===== src/poa_pkg.sv =====
// Shared types and constants for the polygon angle-order and area block.
// No dependencies.
package poa_pkg;

  localparam int AREA_W = 40;
  localparam int CNT_W  = 7;

  typedef logic [1:0] angle_cls_t;

  localparam angle_cls_t CLS_NEG_Z = 2'd0;
  localparam angle_cls_t CLS_ZERO  = 2'd1;
  localparam angle_cls_t CLS_POS_Z = 2'd2;
  localparam angle_cls_t CLS_PI    = 2'd3;

  typedef struct packed {
    logic lt;
    logic eq;
  } cmp_res_t;

endpackage


===== src/poa_cmp.sv =====
// Shared angle compare unit: quadrant class plus registered cross products.
// Depends on poa_pkg.
module poa_cmp #(
  parameter int DW = 24
) (
  input  logic                 clk,
  input  logic                 load,
  input  logic signed [DW-1:0] ay,
  input  logic signed [DW-1:0] az,
  input  logic signed [DW-1:0] by,
  input  logic signed [DW-1:0] bz,
  output poa_pkg::cmp_res_t    res
);
  import poa_pkg::*;

  localparam int PW = 2 * DW;

  logic signed [PW-1:0] p_azby;
  logic signed [PW-1:0] p_aybz;
  logic signed [PW:0]   diff;
  angle_cls_t           ca;
  angle_cls_t           cb;

  function automatic angle_cls_t cls(input logic signed [DW-1:0] dy,
                                     input logic signed [DW-1:0] dz);
    angle_cls_t c;
    if (dz < 0) c = CLS_NEG_Z;
    else if (dz > 0) c = CLS_POS_Z;
    else if (dy >= 0) c = CLS_ZERO;
    else c = CLS_PI;
    return c;
  endfunction

  always_ff @(posedge clk) begin
    if (load) begin
      p_azby <= PW'(az) * PW'(by);
      p_aybz <= PW'(ay) * PW'(bz);
      ca     <= cls(ay, az);
      cb     <= cls(by, bz);
    end
  end

  always_comb begin
    diff   = (PW + 1)'(p_azby) - (PW + 1)'(p_aybz);
    res.lt = 1'b0;
    res.eq = 1'b0;
    if (ca != cb) begin
      res.lt = (ca < cb);
    end else if (ca == CLS_ZERO || ca == CLS_PI) begin
      res.eq = 1'b1;
    end else begin
      res.lt = diff[PW];
      res.eq = (diff == '0);
    end
  end

endmodule


===== config.mk =====
export PLATFORM = sky130hd
export DESIGN_NAME = poa_cmp
export DESIGN_NICKNAME = d
export VERILOG_FILES = /design/src/poa_pkg.sv /design/src/poa_cmp.sv
export SDC_FILE = /design/constraint.sdc
export NUM_CORES = 2
export LEC_CHECK = 0
export BUFFER_PORTS_ARGS = -buffer_cell sky130_fd_sc_hd__buf_2
export CORE_MARGIN = 3
export CORE_UTILIZATION = 45
export CTS_CLUSTER_DIAMETER = 100
export CTS_CLUSTER_SIZE = 24
export DETAILED_ROUTE_END_ITERATION = 10
export PLACE_DENSITY = 0.6
export SLEW_MARGIN = 20
export SYNTH_ARGS = -nofsm -noshare
export SYNTH_HDL_FRONTEND = slang
export SYNTH_SLANG_ARGS = --single-unit

===== constraint.sdc =====
create_clock -name clk -period 9.6 [get_ports clk]
set_input_delay 0.96 -clock clk [delete_from_list [all_inputs] [get_ports clk]]
set_output_delay 0.96 -clock clk [all_outputs]
set_load 0.05 [all_outputs]

==> run_results.csv <==
group,metric,value,unit
yosys,yosysUniqueCellTypes,89,
timing,fmax,116,MHz
yosys,async_flop_share,0,
yosys,synth_area_leader_cell,"fa_1",
yosys,ys.flop_type,"edfxtp_1",
yosys,synth_compound_area_frac,0.0578,
worst_setup_path,cpLargestDelayFamily,"adder cells",
place,io_buffers,99,
yosys,synthMuxAreaShare,0.00103,
floorplanning,die_area,0.112,sq mm
routing,drc,0,
cells_and_area,drive_above_1_share,0.0281,
timing,slew_violations,0,
worst_setup_path,path_max_fanout,25,
yosys,synth_top_area_frac,0.502,
cts,cts_made_buffers,9,
cts,cts_htree_levels,3,
grt,grt_pass1_vias,37300,
timing,post-route-period-util,0.899,
routing,wl_met1,48800,microns
cells_and_area,final_core_util,0.472,
yosys,synth_top_family_by_area,"adder cells",
worst_setup_path,path_class,"input pin to flip-flop",
worst_setup_path,cp.required,9.71,ns
yosys,netlist_top_cells_area,"fa_1 (50%), inv_1 (9.8%), ha_1 (8.2%)",
place,gp_congestion,0.905,
floorplanning,core,0.106,sq mm
routing,via_count,33800,
floorplanning,rows,119,
yosys,synth_fa_ha_area_frac,0.584,
timing,rsz0062_at_grt,"no",
yosys,synth-simple-area-share,0.152,
grt,grt_start_max_net_pins,52,
status,outcome,"finished clean",
worst_setup_path,critPathCaptureType,"flip-flop",
cts,cts_setup_buffers,0,
worst_setup_path,crit_path_frequent_cell,"fa_1",
timing,slew_headroom,0.248,
routing,antenna_left,0,
place,dpl.hpwl,97400,microns
floorplanning,fp.dieW,334,microns
worst_hold_path,hold_path.class,"input pin to flip-flop",
floorplanning,die_h,334,microns
yosys,ys_ff_latch,100,
yosys,yosysMostFrequentCell,"inv_1",
timing,hold_viol,0,
worst_setup_path,start_kind,"input pin",
floorplanning,io_pins,100,
grt,overflow,0,
cts,cts_tree,"yes",
cts,cts_max_path_buffers,2,
yosys,netlist_instances,5192,
yosys,synth.avg_cell_area,9.33,sq um
worst_setup_path,critPathMaxStageDelay,0.67,ns
routing,drt-wirelength-per-cell,18.3,microns
routing,wl_met3,5160,microns
yosys,yosysWarnings,0,
worst_setup_path,cp_num_buf_inv,6,
yosys,synthTopCellsByCount,"inv_1 (1,269), fa_1 (1,215), nand2_1 (659)",
cells_and_area,syn_to_final_growth,3.24,%
cts,cts_resized,0,
yosys,synth-xor-area-share,0.0244,
cts,clk_pin_slew,0.07,ns
yosys,ys_seq_area_frac,0.0620,
yosys,syn_nets,6823,
cts,clockRootBuffer,"clkbuf_16",
cts,cts_sinks,100,
worst_setup_path,arrival,8.74,ns
routing,top_layer_used,"met4",
worst_setup_path,crit_slowest_cell,"a211oi_1",
yosys,netlist_area,0.0485,sq mm
cells_and_area,nNetsFinal,6706,
grt,grt_pass1_wl,198000,microns
routing,drtIter0Drc,1744,
timing,finalSetupViolations,0,
timing,timing.setup.tns,0,ns
timing,min_period,8.63,ns
routing,drt-total-wl,119000,microns
grt,grt_antenna_before_repair,0,
grt,grt_use_total,0.223,
cts,ctsHoldBuffers,0,
yosys,synth_edf_count,100,
routing,viasPerCell,5.22,
floorplanning,initial_utilization,0.457,
timing,tightestPinTransition,1.12,ns
flow_run,max_cap_viol_count,0,
routing,met2_length,61400,microns
routing,drt_first_pass_iters,6,
## area by class of cell
class,count,area (sq um)
fill,10300,56000
multi-input combinational,3590,39700
inverter,1271,4770
sequential,100,3000
tap,1391,1740
timing repair buffer,103,528
clock buffer,10,229
clock inverter,6,40.0
antenna,1,2.50
## layer usage
| metal | track usage | vias up |
|---|---|---|
| met5 | 0 | - |
| met4 | 0.0531 | 0 |
| met3 | 0.0228 | 163 |
| met2 | 0.399 | 763 |
| met1 | 0.293 | 17700 |
| li1 | - | 15100 |
## layout by cell type, fill, tap and decap left out, types with 6 or more instances in the layout
master / netlist / layout
nor2_1: 119 / 119
and4_1: 7 / 7
clkbuf_16: 0 / 9
xor2_1: 45 / 45
a31oi_1: 11 / 11
a21o_1: 66 / 66
nand4_1: 20 / 20
a21oi_1: 126 / 126
and2_1: 537 / 537
o21bai_1: 17 / 17
o2111ai_1: 6 / 6
nor4_1: 18 / 18
nor2b_1: 16 / 16
nand3_1: 27 / 27
o22ai_1: 7 / 7
buf_2: 3 / 98
o21ai_0: 80 / 80
nand2_1: 659 / 659
nor3_1: 33 / 33
edfxtp_1: 100 / 100
o211ai_1: 13 / 13
and3_1: 11 / 11
nand2b_1: 19 / 19
xnor2_1: 90 / 90
inv_1: 1269 / 1269
ha_1: 318 / 318
a211oi_1: 14 / 14
fa_1: 1215 / 1215
o21a_1: 16 / 16
## registers in the layout, indices dropped and copies added, names as in the netlist
register  cells
p_aybz       48
p_azby       48
ca            2
cb            2
## final timing paths
| kind | startpoint | endpoint | slack, ns | cells past startpoint |
|---|---|---|---|---|
| setup / recovery | ay[23] | p_aybz[46] | 0.97 | 26 |
| hold / removal | load | p_azby[13] | 1.15 | 1 |
## cell families after synthesis
family / Yosys count
xor gates and xnor gates: 135
adders and majority gates: 1533
DFF: 100
AOI/OAI and AO/OA: 425
and+or+nand+nor: 1492
buffers and inverters: 1502
muxes: 5
## stage by stage
step | std cells | hold WS [ns] | instance area (sq um) | worst slack [ns]
6_report | 6472 | 1.15 | 50000 | 0.969
5_1_grt | 6471 | 1.17 | 50000 | 0.655
4_1_cts | 6471 | 1.15 | 50000 | 1.07
3_5_place_dp | 6455 | 1.53 | 49800 | 0.721
3_3_place_gp | 6455 | 1.52 | 49800 | 0.809
2_1_floorplan | 5192 | 1.07 | 48500 | 1.79
Power is left out: the tool's default activity adds up to more than one toggle a clock period on the data nets, which glitch-free logic cannot reach.
