## config.mk

```make
export PLATFORM = sky130hd
export DESIGN_NAME = poa_area
export DESIGN_NICKNAME = d
export VERILOG_FILES = /design/src/poa_pkg.sv /design/src/poa_area.sv
export SDC_FILE = /design/constraint.sdc
export NUM_CORES = 1
export LEC_CHECK = 0
export ABC_AREA = 1
export BUFFER_PORTS_ARGS = -buffer_cell sky130_fd_sc_hd__buf_2
export CELL_PAD_IN_SITES_DETAIL_PLACEMENT = 0
export CELL_PAD_IN_SITES_GLOBAL_PLACEMENT = 1
export CORE_MARGIN = 2
export CORE_UTILIZATION = 48
export CTS_CLUSTER_DIAMETER = 120
export DETAILED_ROUTE_END_ITERATION = 7
export HOLD_SLACK_MARGIN = 0.03
export PLACE_DENSITY = 0.91
export SLEW_MARGIN = 20
export SYNTH_ARGS = -nofsm -noshare
export SYNTH_HDL_FRONTEND = slang
export SYNTH_SLANG_ARGS = --single-unit
```

## constraint.sdc

```tcl
create_clock -name clk -period 10.9 [get_ports clk]
set_input_delay 1.635 -clock clk [delete_from_list [all_inputs] [get_ports clk]]
set_output_delay 1.635 -clock clk [all_outputs]
set_load 0.02 [all_outputs]
```

## src/poa_pkg.sv

```systemverilog
// Shared types and constants for the polygon angle-order and area block.
// No dependencies.
package poa_pkg;

  localparam int AREA_W = 40;
  localparam int CNT_W  = 7;

  typedef logic [1:0] angle_cls_t;

  localparam angle_cls_t CLS_NEG_Z = 2'd0;
  localparam angle_cls_t CLS_ZERO  = 2'd1;
  localparam angle_cls_t CLS_POS_Z = 2'd2;
  localparam angle_cls_t CLS_PI    = 2'd3;

  typedef struct packed {
    logic lt;
    logic eq;
  } cmp_res_t;

endpackage

```

## src/poa_area.sv

```systemverilog
// Shoelace term multiplier and accumulator with absolute value and saturation.
// Depends on poa_pkg.
module poa_area #(
  parameter int CB = 16,
  parameter int NB = 6
) (
  input  logic                        clk,
  input  logic                        clr,
  input  logic                        mul_en,
  input  logic                        acc_en,
  input  logic signed [CB-1:0]        py,
  input  logic signed [CB-1:0]        pz,
  input  logic signed [CB-1:0]        cy,
  input  logic signed [CB-1:0]        cz,
  output logic [poa_pkg::AREA_W-1:0]  area
);
  import poa_pkg::*;

  localparam int PW = 2 * CB + 2;
  localparam int AW = PW + NB;
  localparam int MW = (AW + 1 > AREA_W) ? AW + 1 : AREA_W;

  logic signed [CB:0]   dyv;
  logic signed [CB:0]   szv;
  logic signed [PW-1:0] prod;
  logic signed [AW-1:0] acc;
  logic [AW:0]          mag;
  logic [MW-1:0]        mag_w;

  assign dyv = (CB + 1)'(py) - (CB + 1)'(cy);
  assign szv = (CB + 1)'(pz) + (CB + 1)'(cz);

  always_ff @(posedge clk) begin
    if (mul_en) prod <= PW'(dyv) * PW'(szv);
    if (clr) acc <= '0;
    else if (acc_en) acc <= acc + AW'(prod);
  end

  always_comb begin
    mag   = acc[AW-1] ? -((AW + 1)'(acc)) : (AW + 1)'(acc);
    mag_w = MW'(mag);
    area  = (mag_w > MW'({AREA_W{1'b1}})) ? {AREA_W{1'b1}} : mag_w[AREA_W-1:0];
  end

endmodule

```

==> impl_metrics.tcl, run 1 <==
set metrics [dict create \
    yosysTopAreaCell "fa_1" \
    avgSynthCellArea_um2 7.238 \
    grt_first_pass_wirelength_mm 91.80 \
    dpl.hpwl_mm 49.35 \
    yosys.area_share.xor_xnor_pct 5.157 \
    cp.arrival_ns 9.55 \
    nets 3273 \
    syn_nets 3179 \
    row_count 73 \
    rsz0062_at_grt "false" \
    yosysUniqueCellTypes 52 \
    period_share_pct 86.60 \
    final_area_um2 20650 \
    ys_ff_latch 74 \
    cp_max_fo 9 \
    synth-compound-area-share_pct 8.588 \
    whs_path_depth 2 \
    cts_inserted_buffers 9 \
    layout_min_cycle_time_ns 9.440 \
    antenna_left 0 \
    die_w_um 204.1 \
    crit_path_end_kind "flop" \
    port_buffers 107 \
    clk_pin_slew_worst_paths_ns 0.06 \
    synth_edf_count 34 \
    clk_latency_ns 0.35 \
    grt_antenna_before_repair 1 \
    htree_num_levels 3 \
    num_vias 17000 \
    place_area_um2 20340 \
    clockBufferDepth 2 \
    post_cts_resized 0 \
    hold_ws_ns 0.5071 \
    hold_viol_final 0 \
    async_reset_ff_share_pct 0 \
    ctsHoldBuffers 0 \
    start_kind "primary input" \
    fin_util_pct 52.09 \
    cap_violations 0 \
    r2r-end "acc[30]" \
    syn_area_um2 19220 \
    rrSetupSlack_ns 8.13 \
    drv_slew 0 \
    synth-simple-area-share_pct 21.78 \
    grt_usage_pct 28.36 \
    routed_wl_mm 56.25 \
    syn2layout_area_growth_pct 7.455 \
    synthTopCellsByArea "fa_1 (31%), inv_1 (12%), nand2_1 (11%)" \
    min_to "acc[1]" \
    grt_max_degree 51 \
    relSlewSlack_pct 35.02 \
    cts_tree "yes" \
    setup_violations 0 \
    setup-tns-final_ns 0 \
    syn_inst 2655 \
    gp_congestion 0.9461 \
    initial_core_util_pct 48.48 \
    drt_iter0_drc 939 \
    layout_commonest_cell "inv_1" \
    yosysSeqAreaShare_pct 9.480 \
    post_cts_buffers 0 \
    synth_top_family_by_area "adder cells" \
    core_um2 39640 \
    synth_flop_cell "dfxtp_1" \
    clock.fmax_mhz 105.9 \
    drive_gt1_share_pct 6.427 \
    cts_sinks 74 \
    hp-start "acc[1]" \
    io_pins 108 \
    hold_class "reg -> reg" \
    r2r-start "acc[0]" \
    worst_ep_required_time_ns 11.01 \
    synth_top_area_share_pct 31.15 \
    skew_ns 0.005076 \
    drc 0 \
    drt_first_pass_iters 6 \
    die-height_um 204.1 \
    worstRegToRegCells 15 \
    outcome "complete, no violations" \
    final_cell_mix "inv_1 (634), nand2_1 (570), nor2_1 (312)" \
    dieArea_um2 41650 \
    worst_pin_slew_ns 0.9699 \
    synthAdderAreaFrac_pct 41.37 \
    critPathKind "in -> reg" \
    avgViaCountPerCell 5.182 \
    synthMuxAreaShare_pct 0 \
    routedWlPerCell_um 17.14 \
    overflow 0 \
    grt_pass1_vias 17950 \
    ys_warn_count 0 \
    clockRootBuffer "clkbuf_16" \
]
==> flip-flops by register name, indices dropped and copies added, names as in the netlist <==
register and flops:
acc 40, prod 34
==> logic make-up after synthesis <==
| logic type | count (synthesis) |
|---|---|
| xor gates and xnor gates | 105 |
| and+or+nand+nor | 1043 |
| DFF | 74 |
| adders and majority gates | 456 |
| AOI/OAI and AO/OA | 291 |
| buffers and inverters | 686 |
==> per-layer routing <==
layer | track usage, % | up-vias | share of wire (%)
met5 | 0 | - | 0
met4 | 13.33 | 0 | 5.0
met3 | 2.870 | 150 | 5.2
met2 | 51.51 | 553 | 50
met1 | 33.55 | 8062 | 40
li1 | - | 8237 | -
==> critical path: stages <==
cell and delay (ns):
buf_2 0.10, ha_1 0.16, inv_1 0.09, fa_1 0.43, xnor2_1 0.68, clkinv_1 0.62
nor2_1 0.46, fa_1 0.59, fa_1 0.89, inv_1 0.20, fa_1 0.53, fa_1 0.49
inv_1 0.05, fa_1 0.53, inv_1 0.05, fa_1 0.53, inv_1 0.04, ha_1 0.40
nand2_1 0.13, nor2_1 0.25, nand2_1 0.15, or2_2 0.36, nand4_1 0.11, nand2_1 0.06
==> worst max path at each step <==
stage,start,endpoint,cells past startpoint,slack (ns)
after floorplan,py[0],prod[33],36,2.40
after detailed placement,pz[0],prod[30],24,1.10
after global placement,pz[0],prod[30],24,1.37
after global routing,cz[0],prod[33],27,0.96
final,pz[0],prod[30],24,1.46
after CTS,pz[0],prod[30],24,1.46
==> through the flow <==
step / worst slack, ns / instances
final: 1.460 / 3281
after global routing: 0.9572 / 3279
after CTS: 1.463 / 3279
after detailed placement: 1.096 / 3263
after global placement: 1.370 / 3263
after floorplan: 2.398 / 2655
==> Yosys cell counts (all sizes together), types with 6 or more instances <==
| library cell | instances |
|---|---|
| o21bai | 16 |
| o21ai | 94 |
| inv | 639 |
| a21oi | 142 |
| buf | 22 |
| nand4 | 27 |
| dfxtp | 40 |
| nor3 | 22 |
| o211ai | 7 |
| clkinv | 6 |
| nor2 | 313 |
| ha | 157 |
| fa | 299 |
| edfxtp | 34 |
| clkbuf | 19 |
| nand3 | 93 |
| nand2 | 576 |
| xnor2 | 24 |
| xor2 | 81 |
| a21o | 9 |
==> cell type report <==
class,count,area (um2)
multi-input cells,1895,14780
clock buffers,12,256.5
flip-flops and latches,74,1822
inverters,645,2421
fillers,4031,18990
repair buffers,124,663.1
well taps,525,656.9
diodes,2,5.005
clock inverters,4,48.80
Power of run 1 is left out: the tool's default activity adds up to more than one toggle a clock period on the data nets, which glitch-free logic cannot reach.
==> run 2, diff against run 1 <==
- PLACE_DENSITY: 0.91 -> default
- PLACE_DENSITY_LB_ADDON: default -> 0.1
- SETUP_SLACK_MARGIN: default -> 0.1
==> run 2 against run 1 <==
  * Core utilization grew 0.079 points
  * Global-route usage is 0.89 points higher
  * Register-to-register slack improved by 0.05 ns
  * Routed wire length up 3.2%
  * Critical endpoint unchanged
==> impl_metrics.tcl, run 2 (same netlist as run 1, synthesis figures left out) <==
set metrics [dict create \
    die-height_um 204.1 \
    drive_gt1_share_pct 6.565 \
    port_buffers 107 \
    fin_util_pct 52.17 \
    drt_first_pass_iters 6 \
    die_w_um 204.1 \
    clockRootBuffer "clkbuf_16" \
    setup-tns-final_ns 0 \
    syn2layout_area_growth_pct 7.618 \
    nets 3276 \
    worst_pin_slew_ns 0.9592 \
    clockBufferDepth 2 \
    overflow 0 \
    grt_first_pass_wirelength_mm 93.53 \
    initial_core_util_pct 48.48 \
    layout_commonest_cell "inv_1" \
    cts_tree "yes" \
    hold_viol_final 0 \
    dieArea_um2 41650 \
    seqCellArea_um2 1822 \
    post_cts_buffers 0 \
    post_cts_resized 0 \
    routed_wl_mm 58.06 \
    grt_antenna_before_repair 0 \
    ctsHoldBuffers 0 \
    largest-register "acc" \
    multi_input_area_um2 14780 \
    relSlewSlack_pct 35.74 \
    rsz0062_at_grt "false" \
    cp.arrival_ns 9.61 \
    clock.fmax_mhz 105.4 \
    drt_iter0_drc 866 \
    grt_max_degree 43 \
    n_antenna_cell 0 \
    nFillCells 4039 \
    num_vias 16810 \
    hold_ws_ns 0.5239 \
    clk_latency_ns 0.36 \
    largest_registers "acc x40, prod x34" \
    avgViaCountPerCell 5.121 \
    dpl.hpwl_mm 51.11 \
    cts_sinks 74 \
    largest_reg_flops 40 \
    start_kind "primary input" \
    grt_usage_pct 29.24 \
    row_count 73 \
    cp_max_fo 9 \
    skew_ns 0.008457 \
    drv_slew 0 \
    core_um2 39640 \
    cap_violations 0 \
    critPathKind "in -> reg" \
    hold_class "reg -> reg" \
    htree_num_levels 3 \
    gp_congestion 0.9296 \
    cts_inserted_buffers 9 \
    io_pins 108 \
    routedWlPerCell_um 17.69 \
    antenna_left 0 \
    outcome "complete, no violations" \
    drc 0 \
    layout_min_cycle_time_ns 9.492 \
    clk_pin_slew_worst_paths_ns 0.06 \
    period_share_pct 87.08 \
    crit_path_end_kind "flop" \
    final_cell_mix "inv_1 (634), nand2_1 (570), nor2_1 (312)" \
    worst_ep_required_time_ns 11.02 \
    grt_pass1_vias 17680 \
    setup_violations 0 \
]
==> run 2: worst max-delay path, cell delays in order <==
cell      delay, ns
buf_2          0.08
ha_1           0.13
inv_1          0.07
fa_1           0.43
xnor2_1        0.69
clkinv_1       0.58
nor2_1         0.43
fa_1           0.59
fa_1           0.89
inv_1          0.21
fa_1           0.53
fa_1           0.49
inv_1          0.05
fa_1           0.52
inv_1          0.05
fa_1           0.52
inv_1          0.04
ha_1           0.38
nand2_1        0.13
nor2_1         0.24
nand2_1        0.14
nor3_1         0.28
nand2_1        0.27
nand4_1        0.14
nand2_1        0.06
==> run 2: area by class of cell <==
class                      instances  share of cell area, %
tap                              525                  3.176
timing repair buffer             127                  3.315
clock inverter                     5                 0.3811
multi-input combinational       1895                  71.49
inverter                         645                  11.71
clock buffer                      11                  1.125
sequential                        74                  8.809
==> run 2: final timing paths <==
kind | end | from | cells after the start | slack, ns
hold reg to reg | acc[1] | acc[1] | 2 | 0.52
setup reg to reg | acc[26] | acc[0] | 15 | 8.18
setup / recovery | prod[30] | pz[0] | 25 | 1.41
hold / removal | acc[1] | acc[1] | 2 | 0.52
==> run 2: through the flow <==
stage	cell area [um2]	cells	setup WS [ns]
floorplan	19220	2655	2.398
global placement	20360	3266	1.117
detailed placement	20360	3266	1.021
CTS	20670	3282	1.408
global route	20680	3282	0.9420
finish	20680	3282	1.408
==> run 2: layer usage <==
layer / GRT usage (%) / share of wire (%)
met1: 34.06 / 40
met3: 2.934 / 3.9
met4: 13.51 / 5.0
met5: 0 / 0
met2: 53.90 / 51
Power of run 2 is left out for the same reason.
